[src/design/rbf_pkg.sv]
`default_nettype none

package rbf_pkg;

    localparam int CHANNELS          = 3;
    localparam int CHAN_W            = 8;
    localparam int PIX_W             = CHANNELS * CHAN_W;
    localparam int SUM_W             = 12;
    localparam int RECIP_W           = 13;
    localparam int RECIP_SHIFT       = 16;
    localparam int DEFAULT_MAX_WIDTH = 2048;

    localparam int IMAGE_WIDTH_W     = 12;
    localparam int IMAGE_HEIGHT_W    = 16;
    localparam int CFG_DATA_W        = 16;
    localparam int CFG_INDEX_W       = 1;

    localparam logic [IMAGE_WIDTH_W-1:0]  IMAGE_WIDTH_RESET  = 12'd640;
    localparam logic [IMAGE_HEIGHT_W-1:0] IMAGE_HEIGHT_RESET = 16'd480;

    localparam logic [RECIP_W-1:0] RECIP_NINE = 13'd7282;
    localparam logic [SUM_W-1:0]   ROUND_BIAS = 12'd4;

    typedef enum logic [CFG_INDEX_W-1:0] {
        CFG_IMAGE_WIDTH  = 1'b0,
        CFG_IMAGE_HEIGHT = 1'b1
    } cfg_index_t;

    typedef logic [CHAN_W-1:0] chan_t;
    typedef chan_t [CHANNELS-1:0] pixel_t;
    typedef pixel_t [2:0] column_t;
    typedef logic [SUM_W-1:0] sum_t;
    typedef sum_t [CHANNELS-1:0] sums_t;

    typedef struct packed {
        logic valid;
        logic emit;
        logic last;
    } stage_ctrl_t;

endpackage

`default_nettype wire

[src/design/rbf_window.sv]
`default_nettype none

module rbf_window (
    input  wire logic                 clk,
    input  wire logic                 rst_n,
    input  wire logic                 advance,
    input  wire logic                 clear,
    input  wire rbf_pkg::stage_ctrl_t s1_ctrl,
    input  wire rbf_pkg::column_t     col,
    output rbf_pkg::stage_ctrl_t      s2_ctrl,
    output rbf_pkg::sums_t            s2_sums
);

    import rbf_pkg::*;

    column_t     win0_reg;
    column_t     win1_reg;
    stage_ctrl_t s2_ctrl_reg;
    sums_t       s2_sums_reg;
    sums_t       sums_next;

    always_comb
    begin
        for (int ch = 0; ch < CHANNELS; ch++)
        begin
            sums_next[ch] = '0;
            for (int k = 0; k < 3; k++)
            begin
                sums_next[ch] = sums_next[ch] + SUM_W'(col[k][ch])
                              + SUM_W'(win0_reg[k][ch]) + SUM_W'(win1_reg[k][ch]);
            end
        end
    end

    // shift the window on every transaction leaving the input stage; a register write clears it
    always_ff @(posedge clk or negedge rst_n)
    begin
        if (!rst_n)
        begin
            win0_reg    <= '0;
            win1_reg    <= '0;
            s2_ctrl_reg <= '0;
        end
        else
        begin
            if (clear)
            begin
                win0_reg <= '0;
                win1_reg <= '0;
            end
            else if (advance && s1_ctrl.valid)
            begin
                win0_reg <= col;
                win1_reg <= win0_reg;
            end
            if (advance)
            begin
                s2_ctrl_reg <= s1_ctrl;
            end
        end
    end

    always_ff @(posedge clk)
    begin
        if (advance)
        begin
            s2_sums_reg <= sums_next;
        end
    end

    assign s2_ctrl = s2_ctrl_reg;
    assign s2_sums = s2_sums_reg;

endmodule

`default_nettype wire

[config.mk]
export PLATFORM = sky130hd
export DESIGN_NAME = rbf_window
export DESIGN_NICKNAME = d
export VERILOG_FILES = /design/src/design/rbf_pkg.sv /design/src/design/rbf_window.sv
export SDC_FILE = /design/constraint.sdc
export NUM_CORES = 1
export LEC_CHECK = 0
export ABC_CLOCK_PERIOD_IN_PS = 5700
export BUFFER_PORTS_ARGS = -buffer_cell sky130_fd_sc_hd__buf_2
export CORE_UTILIZATION = 31
export DETAILED_ROUTE_END_ITERATION = 12
export PLACE_DENSITY = 0.55
export SETUP_SLACK_MARGIN = 0.05
export SLEW_MARGIN = 20
export SYNTH_ARGS = -nofsm -noshare
export SYNTH_HDL_FRONTEND = slang
export SYNTH_SLANG_ARGS = --single-unit
export TNS_END_PERCENT = 10
[constraint.sdc]
create_clock -name clk -period 5.7 [get_ports clk]
set_input_delay 1.14 -clock clk [delete_from_list [all_inputs] [get_ports clk]]
set_output_delay 1.14 -clock clk [all_outputs]
set_load 0.02 [all_outputs]
== Yosys cells after proc, flatten, opt, wreduce, memory -nomap -nowiden ==
Index checks and enable logic that the tools add are counted.
Storage, ports and cells
  output and inout port bits: 39
  memories: 0
  latch bits: 0
  word-level logic and storage cells: 54
  RAM bits: 0
  bits of input ports: 79
  register bits after elaboration: 183
  bits in read-only memories: 0
Cells by class
  add/sub/neg operators: 24
  equality and inequality tests: 0
  bitwise operators: 0
  div/mod/pow operators: 0
  reduce and logical (&&, ||, !) cells: 2
  shifts and indexed selects: 0
  muxes and demuxes: 4
  multiply operators: 0
  order comparisons: 0
Operators with widths (count)
  $mux W72: 4
  $add A12 B8 Y12: 12
  $add A11 B8 Y12: 3
  $add A10 B8 Y11: 3
  $add A9 B8 Y10: 3
  $add A8 B8 Y9: 3
  $reduce_bool A2 Y1: 1
  $logic_and A1 B1 Y1: 1

== Longest topological paths before layout ==
  word-level depth: 8
  mapped depth: 16
  gate-level depth less buffers: 16

== Least setup slack after synthesis ==
Ideal clock, no wire load.
  kind: in2reg
  from: input col[18] in the netlist's numbering
  to: register s2_sums_reg, in the netlist s2_sums[34] (data pin)
  data required time: 5434 ps
  path buffers: 0
  setup slack: 890 ps
  stages: 14
  setup time: 266 ps
  arrival: 4545 ps
  path through: inv_1 fa_1 inv_1 fa_1 fa_1 inv_1 fa_1 inv_1 ha_1 fa_1 a21oi_1 o211ai_1 o41ai_1 xnor2_1
RTL lines
  from (decl): line rbf_window.sv:9  | input wire rbf_pkg::column_t col,
  to (signal assigned): line rbf_window.sv:67  | s2_sums_reg <= sums_next;
  to (decl): line rbf_window.sv:19  | sums_t s2_sums_reg;

==> qor.txt <==
most frequent cells in the layout -> inv_1 (245), fa_1 (162), dfrtp_1 (147)
cell taking the most area after synthesis -> dfrtp_1
number of global-route vias before repair -> 7586
post-synth top area share -> 0.319
slew margin rel. -> 0.394
commonest non-fill, non-tap cell in the layout -> inv_1
Sw Ratio -> 0.355
CP max FO -> 3
IO Port Bufs -> 117
GRT Util Overall -> 0.129
HP Start -> s2_ctrl[0]
CTS tree -> yes
overflow left after global routing -> 0
worst setup path class -> input port to flip-flop
Setup Fix Bufs, Post-CTS -> 0
largest net degree at the start of global routing -> 143
clk buf depth -> 2
fmax -> 217 MHz
detailed-route DRC error count -> 0
Req. time, crit path -> 5890 ps
worst path arrival time -> 4800 ps
yosys warns -> 0
Initial Utilization -> 0.315
status -> complete, no violations
WL final -> 22100 microns
CTS Root Buffer Type -> clkbuf_16
Worst Tran Pin Value -> 909 ps
synthesis-to-layout area growth -> 13.9%
register share of total power -> 0.368
Synth cell types -> 41
initial antenna violation count -> 0
nets -> 1303
cell internal pwr -> 2.81 mW
final worst slack -> 1090 ps
final hold violation count -> 0
Setup TNS Final -> 0 ps
Max Slew Vio Count -> 0
Iter 0 DRT Violations -> 305
P_sw -> 1.55 mW
gpl congestion -> 0.793
R2R Path Start -> win1_reg[18]
cts repair resizes -> 0
Cell Rows -> 70
power per cell area -> 331 mW/mm^2
HP Class -> flip-flop to flip-flop
ranking of synthesized cells by area -> dfrtp_1 (32%), fa_1 (28%), a22o_1 (11%)
Syn Inst Count -> 912
synthesized area per cell -> 12.6 sq um
wire per inst -> 14.7 microns
TritonRoute pass-1 iters -> 4
Post-DRT Antenna Nets -> 0
synthesis-stage register bit count -> 183
Tcrit/Tclk final -> 0.808
Die X -> 195 microns
total CTS buffers -> 17
Vias per Instance -> 4.52
critical path startpoint category -> input port
clock-pin slew on the worst setup and hold paths -> 70 ps
die area -> 0.0380 sq mm
first-pass GRT wire length -> 38600 microns
Setup WS pre-CTS -> 592 ps
Setup Skew -> 14.9 ps
Die Ht -> 195 microns
Seq/Total Area, Yosys -> 0.413
fin cells -> 1505
dpl cells -> 1472
main flop type after synthesis -> dfrtp_1
P_leak -> 6.82 nW
worst hold margin -> 503 ps
Reg area -> 0.00476 sq mm
max cap viols -> 0
HPWL Detailed -> 16200 microns
CP Launch Point -> col[18]
I/O pin cnt -> 118
clock group share of total power -> 0.260
via count -> 6805
RSZ-0062 raised after global routing -> no
minimum clock period -> 4610 ps
Syn Nets -> 1192
share of flip-flops with an asynchronous set or reset -> 0.803
Max IR drop VDD -> 0.255 mV
# setup viols final -> 0
Setup crit end kind -> flip-flop
area of the multi-input gates -> 0.00568 sq mm
clk_lat worst skew -> 440 ps
core area -> 0.0366 sq mm
CTS Hold Bufs -> 0
H-tree depth -> 4
Logic pwr share -> 0.372
Syn Std Cell Area -> 0.0115 sq mm
layout cells sized above 1 -> 0.156
Overall Power -> 4.36 mW
number of synthesized flops with an enable pin -> 36
# fillers -> 3661
clk sinks -> 183
==> worst max-delay path, stage by stage <==
cell and delay (ps):
buf_2 80, inv_1 50, fa_1 530, inv_1 50, fa_1 450, fa_1 490, inv_1 50, fa_1 470
inv_1 40, ha_1 220, fa_1 460, a21oi_1 190, o211ai_1 160, o41ai_1 330, xnor2_1 100
==> path summary, 6_finish.rpt <==
check | endpoint | depth (start not counted) | slack, ps
max | s2_sums[34] | 15 | 1090
min | s2_ctrl[0] | 1 | 500
max reg2reg | s2_sums[34] | 12 | 1470
min reg2reg | s2_ctrl[0] | 1 | 500
max in group asynchronous | win1_reg[46] | 2 | 3930
min in group asynchronous | win1_reg[24] | 1 | 680
==> kinds of logic (layout without fill, tap and decap cells) <==
kind of cell             Yosys count  in the layout  synth area share
multiplexers                       2              2           0.00195
AO/OA/AOI/OAI                    192            192             0.137
XOR/XNOR                          18             18            0.0137
buffers and inverters            276            400            0.0948
flip-flops                       183            183             0.413
adder cells (fa/ha/maj)          201            201             0.323
other                              0              1                 0
AND/OR/NAND/NOR                   40             40            0.0165
==> power by group through the flow <==
stage          logic [mW]  clock network (mW)  registers (mW)
4_1_cts              1.65                1.18            1.61
6_report             1.62                1.13            1.60
3_5_place_dp         1.63                   0            1.63
3_3_place_gp         1.62                   0            1.63
5_1_grt              1.88                1.23            1.62
2_1_floorplan        1.06                   0            1.76
==> metrics by stage <==
step / instance area (sq um) / utilization
finish: 13100 / 0.359
global route: 13100 / 0.359
CTS: 13100 / 0.359
detailed placement: 12600 / 0.344
global placement: 12600 / 0.344
floorplan: 11500 / -
==> per-layer routing <==
metal	GRT usage	wire, microns	vias up
li1	-	-	3160
met1	0.175	10500	3518
met2	0.205	10300	111
met3	0.0318	1010	16
met4	0.0394	298	0
met5	0	0	-
==> layout make-up <==
class,instances,area share
tap,468,0.0446
clock buffer,21,0.0359
antenna,1,0.000190
timing repair buffer,123,0.0494
clock inverter,11,0.00543
inverter,245,0.0700
multi-input combinational,453,0.432
sequential,183,0.362
==> synthesized netlist by cell type (4+ instances only) <==
library cell and n:
inv_1 245, fa_1 162, dfrtp_1 147, a22o_1 142, ha_1 39, edfxtp_1 36, buf_2 19, nor2_1 15
xnor2_1 14, a21oi_1 13, buf_4 9, o21ai_0 9, nand2_1 8, nand3_1 4, nor2b_1 4, o21a_1 4
xor2_1 4
Power figures use the tool's default switching activity.
