## src/design/rbf_pkg.sv

```systemverilog
`default_nettype none

package rbf_pkg;

    localparam int CHANNELS          = 3;
    localparam int CHAN_W            = 8;
    localparam int PIX_W             = CHANNELS * CHAN_W;
    localparam int SUM_W             = 12;
    localparam int RECIP_W           = 13;
    localparam int RECIP_SHIFT       = 16;
    localparam int DEFAULT_MAX_WIDTH = 2048;

    localparam int IMAGE_WIDTH_W     = 12;
    localparam int IMAGE_HEIGHT_W    = 16;
    localparam int CFG_DATA_W        = 16;
    localparam int CFG_INDEX_W       = 1;

    localparam logic [IMAGE_WIDTH_W-1:0]  IMAGE_WIDTH_RESET  = 12'd640;
    localparam logic [IMAGE_HEIGHT_W-1:0] IMAGE_HEIGHT_RESET = 16'd480;

    localparam logic [RECIP_W-1:0] RECIP_NINE = 13'd7282;
    localparam logic [SUM_W-1:0]   ROUND_BIAS = 12'd4;

    typedef enum logic [CFG_INDEX_W-1:0] {
        CFG_IMAGE_WIDTH  = 1'b0,
        CFG_IMAGE_HEIGHT = 1'b1
    } cfg_index_t;

    typedef logic [CHAN_W-1:0] chan_t;
    typedef chan_t [CHANNELS-1:0] pixel_t;
    typedef pixel_t [2:0] column_t;
    typedef logic [SUM_W-1:0] sum_t;
    typedef sum_t [CHANNELS-1:0] sums_t;

    typedef struct packed {
        logic valid;
        logic emit;
        logic last;
    } stage_ctrl_t;

endpackage

`default_nettype wire

```

## src/design/rbf_mean.sv

```systemverilog
`default_nettype none

module rbf_mean (
    input  wire logic                 clk,
    input  wire logic                 rst_n,
    input  wire logic                 advance,
    input  wire rbf_pkg::stage_ctrl_t s2_ctrl,
    input  wire rbf_pkg::sums_t       s2_sums,
    output logic                      out_valid,
    output rbf_pkg::pixel_t           out_pixel,
    output logic                      out_last
);

    import rbf_pkg::*;

    localparam int PROD_W = SUM_W + RECIP_W;

    logic   out_valid_reg;
    logic   out_last_reg;
    pixel_t out_pixel_reg;
    pixel_t mean_next;
    logic [PROD_W-1:0] prod [CHANNELS];

    // round(sum / 9) as floor((sum + 4) * 7282 / 2^16), exact over the sum range
    always_comb
    begin
        for (int ch = 0; ch < CHANNELS; ch++)
        begin
            prod[ch]      = PROD_W'(s2_sums[ch] + ROUND_BIAS) * PROD_W'(RECIP_NINE);
            mean_next[ch] = prod[ch][RECIP_SHIFT +: CHAN_W];
        end
    end

    always_ff @(posedge clk or negedge rst_n)
    begin
        if (!rst_n)
        begin
            out_valid_reg <= 1'b0;
        end
        else if (advance)
        begin
            out_valid_reg <= s2_ctrl.valid && s2_ctrl.emit;
        end
    end

    always_ff @(posedge clk)
    begin
        if (advance)
        begin
            out_pixel_reg <= mean_next;
            out_last_reg  <= s2_ctrl.last;
        end
    end

    assign out_valid = out_valid_reg;
    assign out_pixel = out_pixel_reg;
    assign out_last  = out_last_reg;

endmodule

`default_nettype wire

```

## config.mk

```make
export PLATFORM = sky130hd
export DESIGN_NAME = rbf_mean
export DESIGN_NICKNAME = d
export VERILOG_FILES = /design/src/design/rbf_pkg.sv /design/src/design/rbf_mean.sv
export SDC_FILE = /design/constraint.sdc
export NUM_CORES = 1
export LEC_CHECK = 0
export BUFFER_PORTS_ARGS = -buffer_cell sky130_fd_sc_hd__buf_2
export CAP_MARGIN = 20
export CELL_PAD_IN_SITES_DETAIL_PLACEMENT = 0
export CELL_PAD_IN_SITES_GLOBAL_PLACEMENT = 1
export CORE_ASPECT_RATIO = 0.5
export CORE_MARGIN = 2
export CORE_UTILIZATION = 45
export DETAILED_ROUTE_END_ITERATION = 7
export PLACE_DENSITY = 0.9
export SLEW_MARGIN = 20
export SYNTH_ARGS = -nofsm -noshare
export SYNTH_HDL_FRONTEND = slang
export SYNTH_SLANG_ARGS = --single-unit
```

## constraint.sdc

```tcl
create_clock -name clk -period 0.8 [get_ports clk]
set_input_delay 0.24 -clock clk [delete_from_list [all_inputs] [get_ports clk]]
set_output_delay 0.24 -clock clk [all_outputs]
set_load 0.01 [all_outputs]
```

### Word level (Yosys, flattened, before mapping)

Index checks and enable logic that the tools add are counted.

* multipliers: 3
* reductions and logical operators: 1
* add/subtract/negate cells: 3

Operator list (count)
* $mul 13x12->23 const B: 3
* $add 12x3->13 const B: 3
* $logic_and 1x1->1: 1

* logic and storage cells: 12
* input bits: 42
* output and inout port bits: 26
* register bits: 26

### Logic depth before layout (Yosys ltp)

Gate-level depths: netlist (run 1).

* word-level depth: 2
* depth in mapped cells: 22
* gate-level depth less buffers: 22

### Worst setup path before layout (run 1)

OpenSTA, ideal clock, no wires.

* kind: input -> register
* from: in s2_sums[26] (netlist bit)
* to: reg out_pixel_reg, in the netlist out_pixel[23] (data pin)
* path buffers: 0
* stages: 21
* path slack: -4303 ps
* arrival time: 4843 ps
* library setup time: 260 ps
* data required time: 540 ps
* cells stage by stage: ha_1 -> nand3_1 -> xnor2_1 -> xnor2_1 -> ha_1 -> a21o_1 -> ha_1 -> inv_1 -> fa_1 -> inv_1 -> fa_1 -> inv_1 -> fa_1 -> inv_1 -> ha_1 -> a221o_1 -> a31oi_1 -> o221ai_2 -> a221oi_2 -> o21bai_1 -> xnor2_1

RTL lines
* start: declaration: RTL line rbf_mean.sv:8 `input wire rbf_pkg::sums_t s2_sums,`
* end signal: assignment: RTL line rbf_mean.sv:50 `out_pixel_reg <= mean_next;`
* end: declaration: RTL line rbf_mean.sv:20 `pixel_t out_pixel_reg;`

==> results.ini, run 1 <==
[floorplan]
die_w_um=193
core_area_mm2=0.0174
io_pins=68
die_area_mm2=0.0190
rows=34
fp.dieH_um=98.4
initial_core_util_pct=46.1

[layout]
post-route-util_pct=72.1
syn_to_final_growth_pct=56.5
n_antenna_cell=0
layout-drive-gt1-share_pct=47.7
nNetsFinal=1514
largest_register_ffs=24

[synthesis]
syn_inst=849
seq_area_frac_synth_pct=9.68
syn_area_per_cell_um2=9.44
synth_async_sr_flop_share_pct=3.85
yosysUniqueCellTypes=51
ys_ff_latch=26
syn-num-nets=1183
syn_area_mm2=0.00801
synthFlopType=edfxtp_1
yosysWarnings=0
synth_edf_count=25

[setup_path]
slowest_delay_ns=0.50
arrival_ns=4.66
crit_fanout=4
cp_slowest_cell=fa_1
cpLargestDelayFamily=adder cells
cp.required_ns=0.81
r2r_slack_ns=0.06
start_kind=input port
crit_path_end_kind=flop
path_common_cell=fa_1
crit_type=input port to flop
cp_num_buf_inv=6
crit_chain=buf_6 -> and3_4 -> nor2b_4 -> xnor2_2 -> buf_4 -> xnor2_1 -> ha_2 -> a21o_1 -> ha_4 -> inv_2 -> fa_1 -> inv_1 -> fa_1 -> inv_1 -> fa_1 -> inv_2 -> ha_4 -> and4_4 -> o2111ai_2 -> a22o_1 -> nand2_2 -> a31oi_2 -> xnor2_1

[timing]
skew_ns=0
relSlewSlack_pct=74.2
rsz0062_at_grt=true
finalSetupViolCount=50
post-route-period-util_pct=582
setup_ws_ns=-3.85
fin_crit_ns=4.65
fmax_ghz=0.215
final_hold_viol_count=0
finalMaxSlewViolations=0
setup_tns_ns=-93.98
tightest_slew_ns=0.386

[placement]
gp_congestion=0.886
post-dp-hpwl_um=16700
io_buffers=67

[job]
drv_cap=0

[clock_network]
cts_sinks=26
path_clk_slew_ns=0.07
clockBufferDepth=2
cts-root-buf=clkbuf_16
cts_tree=built
cts_max_level=1
clock_latency_ns=0.26
cts_made_buffers=3

[grt]
grt_util_all_layers_pct=21.7
grt_max_degree=17
grt_pass1_wl_um=33700
grt_pass1_vias=7543
overflow=0
antenna_found_initial=0

[hold_path]
hp-class=input port to flop

[routing]
dr.pass1.iters=4
initialDrtViolationCount=143
drt-vias-per-instance=4.96
ant_nets=0
wl_um=21800
num_vias=7002
wl_per_cell_um=15.5
drc=0

[status]
violations=negative setup slack
status=finished, violations left

per-stage QoR:
step / area [um^2] / hold WS, ns / cells / setup slack [ns]
4_1_cts: 11900 / 0.152 / 1395 / -3.84
6_report: 12500 / 0.156 / 1413 / -3.85
3_3_place_gp: 11000 / 0.0141 / 1365 / -4.11
5_1_grt: 12500 / 0.144 / 1413 / -4.08
2_1_floorplan: 8780 / -0.0556 / 849 / -3.87
3_5_place_dp: 11000 / 0.0172 / 1365 / -4.19
timing repair:
item | 4_1_cts | 5_1_grt
setup buffers | 27 | 19
hold buffers | 1 | 0
endpoints found under the setup margin | 50 | 50
hold endpoints to repair | 1 | 0
pin swaps | 76 | 57
resized for setup | 95 | 91
cell usage after synthesis, types with 4 or more instances:
cell	number	area [um^2]
inv_1	239	897
ha_1	209	2620
fa_1	83	1660
xnor2_1	57	499
a21oi_1	26	130
xor2_1	26	228
edfxtp_1	25	751
nand3_1	25	125
a21o_1	22	165
nand2_1	21	78.8
and3_1	13	81.3
nor2_1	13	48.8
o21ai_0	10	50.1
o21bai_1	7	52.6
a31oi_1	6	37.5
nand4_1	5	31.3
a211oi_1	4	30.0
o2111ai_1	4	35.0
o21a_1	4	30.0
kinds of logic after synthesis:
group	Yosys count	synth area share, %
flops	26	9.68
mux	2	0.265
simple gates	95	6.06
buf+inv	240	11.3
compound gates	111	10.3
xor+xnor	83	9.07
fa+ha+maj	292	53.4
routing by layer:
layer  share of wire (%)  GRT usage [%]
met5                   0              0
met4                 2.9           3.58
met3                 1.7           1.44
met2                  56           44.5
met1                  39           24.8
layout make-up:
cell class / count / area (um^2)
Multi-Input combinational cell: 583 / 8010
Clock inverter: 1 / 30.0
Clock buffer: 3 / 75.1
Inverter: 239 / 897
Fill cell: 1139 / 4860
Timing Repair Buffer: 327 / 2450
Tap cell: 234 / 293
Sequential cell: 26 / 776
layout by cell type (no fill, tap or decap), types with 13 or more instances in the layout:
cell	instances
a21o_1	22
a21oi_1	13
buf_2	54
buf_4	248
buf_6	16
edfxtp_1	25
fa_1	77
ha_1	150
ha_4	54
inv_1	203
inv_2	36
nand2_1	13
xnor2_1	39
xnor2_2	14
worst paths after layout:
check / from / end / cells past startpoint
max reg2reg: out_valid / out_valid / 3
min reg2reg: out_valid / out_valid / 3
max: s2_sums[17] / out_pixel[13] / 23
min in group asynchronous: rst_n / out_valid / 2
min: s2_ctrl[0] / out_last / 1
max in group asynchronous: rst_n / out_valid / 2
worst reg2reg max path, delay by kind of cell (launching register included):
kind | cells | cell delay, ns
buffers and inverters | 2 | 0.17
AOI/OAI and AO/OA | 1 | 0.06
DFF | 1 | 0.39
Power of run 1 is not shown: default switching activity piles up to over one toggle a cycle in this logic, so the estimate is an artifact.
==> run 2, diff against run 1 <==
--- a/config.mk
+++ b/config.mk
@@ -13,6 +13,7 @@
 export CORE_MARGIN = 2
 export CORE_UTILIZATION = 45
 export DETAILED_ROUTE_END_ITERATION = 7
+export GPL_TIMING_DRIVEN = 0
 export PLACE_DENSITY = 0.9
 export SLEW_MARGIN = 20
 export SYNTH_ARGS = -nofsm -noshare
==> results.ini, run 2 (same netlist as run 1, synthesis figures left out) <==
[status]
status=finished, violations left
violations=negative setup slack

[setup_path]
path_depth=23
start_kind=input port
rr_endpoint=out_valid
r2r_start=out_valid
crit_path_end_kind=flop
r2r_slack_ns=0.09
crit_fanout=4
cp.required_ns=0.81
r2r_cells=3
cpLargestDelayFamily=adder cells
crit_type=input port to flop
arrival_ns=4.77
crit_chain=buf_8 -> and3_4 -> nor2b_4 -> buf_12 -> xnor2_4 -> inv_2 -> xnor2_4 -> ha_4 -> ha_4 -> inv_2 -> fa_1 -> inv_1 -> fa_1 -> inv_2 -> fa_1 -> inv_2 -> ha_4 -> and4_4 -> o2111ai_4 -> a22o_1 -> nand2_2 -> a41oi_2 -> xnor2_1
cp_slowest_cell=fa_1
cp_num_buf_inv=7
slowest_delay_ns=0.51
path_common_cell=inv_2

[layout]
syn_to_final_growth_pct=44.6
largest_register_ffs=24
layout_common_cells=inv_1 (195), ha_1 (148), buf_4 (93)
layout_commonest_cell=inv_1
layout-drive-gt1-share_pct=40.6
post-route-util_pct=66.6
nNetsFinal=1356
n_antenna_cell=0
fin_area_mm2=0.0116

[timing]
skew_ns=0
setup_ws_ns=-3.95
rsz0062_at_grt=true
fin_crit_ns=4.75
hold_ws_ns=0.152
finalSetupViolCount=50
final_hold_viol_count=0
tightest_slew_ns=0.413
relSlewSlack_pct=72.5
post-route-period-util_pct=594
fmax_ghz=0.210
finalMaxSlewViolations=0

[clock_network]
cts-root-buf=clkbuf_16
clockBufferDepth=2
clock_latency_ns=0.26
cts_max_level=1
path_clk_slew_ns=0.07
cts_made_buffers=3
cts_sinks=26
cts_tree=built

[routing]
initialDrtViolationCount=175
num_vias=6419
dr.pass1.iters=4
wl_um=20000
drt-vias-per-instance=5.11
ant_nets=0
wl_per_cell_um=15.9
drc=0

[hold_path]
worstHoldStart=s2_ctrl[0]
whs_endpoint=out_last
hold_path_depth=1
hp-class=input port to flop

[floorplan]
die_area_mm2=0.0190
rows=34
initial_core_util_pct=46.1
io_pins=68
core_area_mm2=0.0174
fp.dieH_um=98.4
die_w_um=193

[placement]
gp_congestion=0.885
post-dp-hpwl_um=14700
io_buffers=67
postPlaceCellArea_mm2=0.00941

[grt]
grt_util_all_layers_pct=20.6
antenna_found_initial=0
grt_max_degree=28
grt_pass1_vias=6987
grt_pass1_wl_um=31800
overflow=0

[job]
drv_cap=0

==> run 2: timing repair <==
| action | 4_1_cts | 5_1_grt |
|---|---|---|
| pin swaps | 104 | 97 |
| setup endpoints to repair | 75 | 51 |
| hold buffers | 1 | 0 |
| cloned | 0 | 0 |
| endpoints found under the hold margin | 1 | 0 |
| buffers inserted | 70 | 33 |
| resized for setup | 146 | 89 |
==> run 2: metal layers <==
metal	GRT usage, %	wire length [um]	vias up	part of all wire [%]
met4	4.64	501	0	2.5
met2	41.3	11300	96	57
met1	23.6	7790	3167	39
met5	0	0	-	0
met3	1.65	383	42	1.9
li1	-	-	3114	-
==> run 2: worst max-delay path by stage <==
| stage | startpoint | to | slack (ns) |
|---|---|---|---|
| finish | s2_sums[17] | out_pixel[14] | -3.95 |
| global route | s2_sums[17] | out_pixel[14] | -4.08 |
| CTS | s2_sums[26] | out_pixel[23] | -3.86 |
| detailed placement | s2_sums[28] | out_pixel[23] | -4.46 |
| global placement | s2_sums[28] | out_pixel[23] | -4.39 |
| floorplan | s2_sums[27] | out_pixel[23] | -3.87 |
==> run 2: metrics by stage <==
stage               cells  TNS, ns  worst slack, ns
finish               1255   -94.51            -3.95
global route         1255   -98.85            -4.08
CTS                  1225   -93.34            -3.86
detailed placement   1150  -108.24            -4.46
global placement     1150  -105.41            -4.39
floorplan             849   -86.68            -3.87
==> run 2: worst register-to-register path: cells and delay by family (launching register included) <==
family                 cells  cell delay (ns)
buffers and inverters      2             0.17
AO/OA/AOI/OAI              1             0.04
flip-flops                 1             0.37
==> run 2: layout make-up <==
class	instances	area [um^2]
multi-input cells	583	8200
fillers	1234	5810
repair buffers	169	1310
inverters	239	902
flip-flops and latches	26	776
well taps	234	293
clock buffers	3	75.1
clock inverters	1	30.0
Power of run 2 is left out for the same reason.
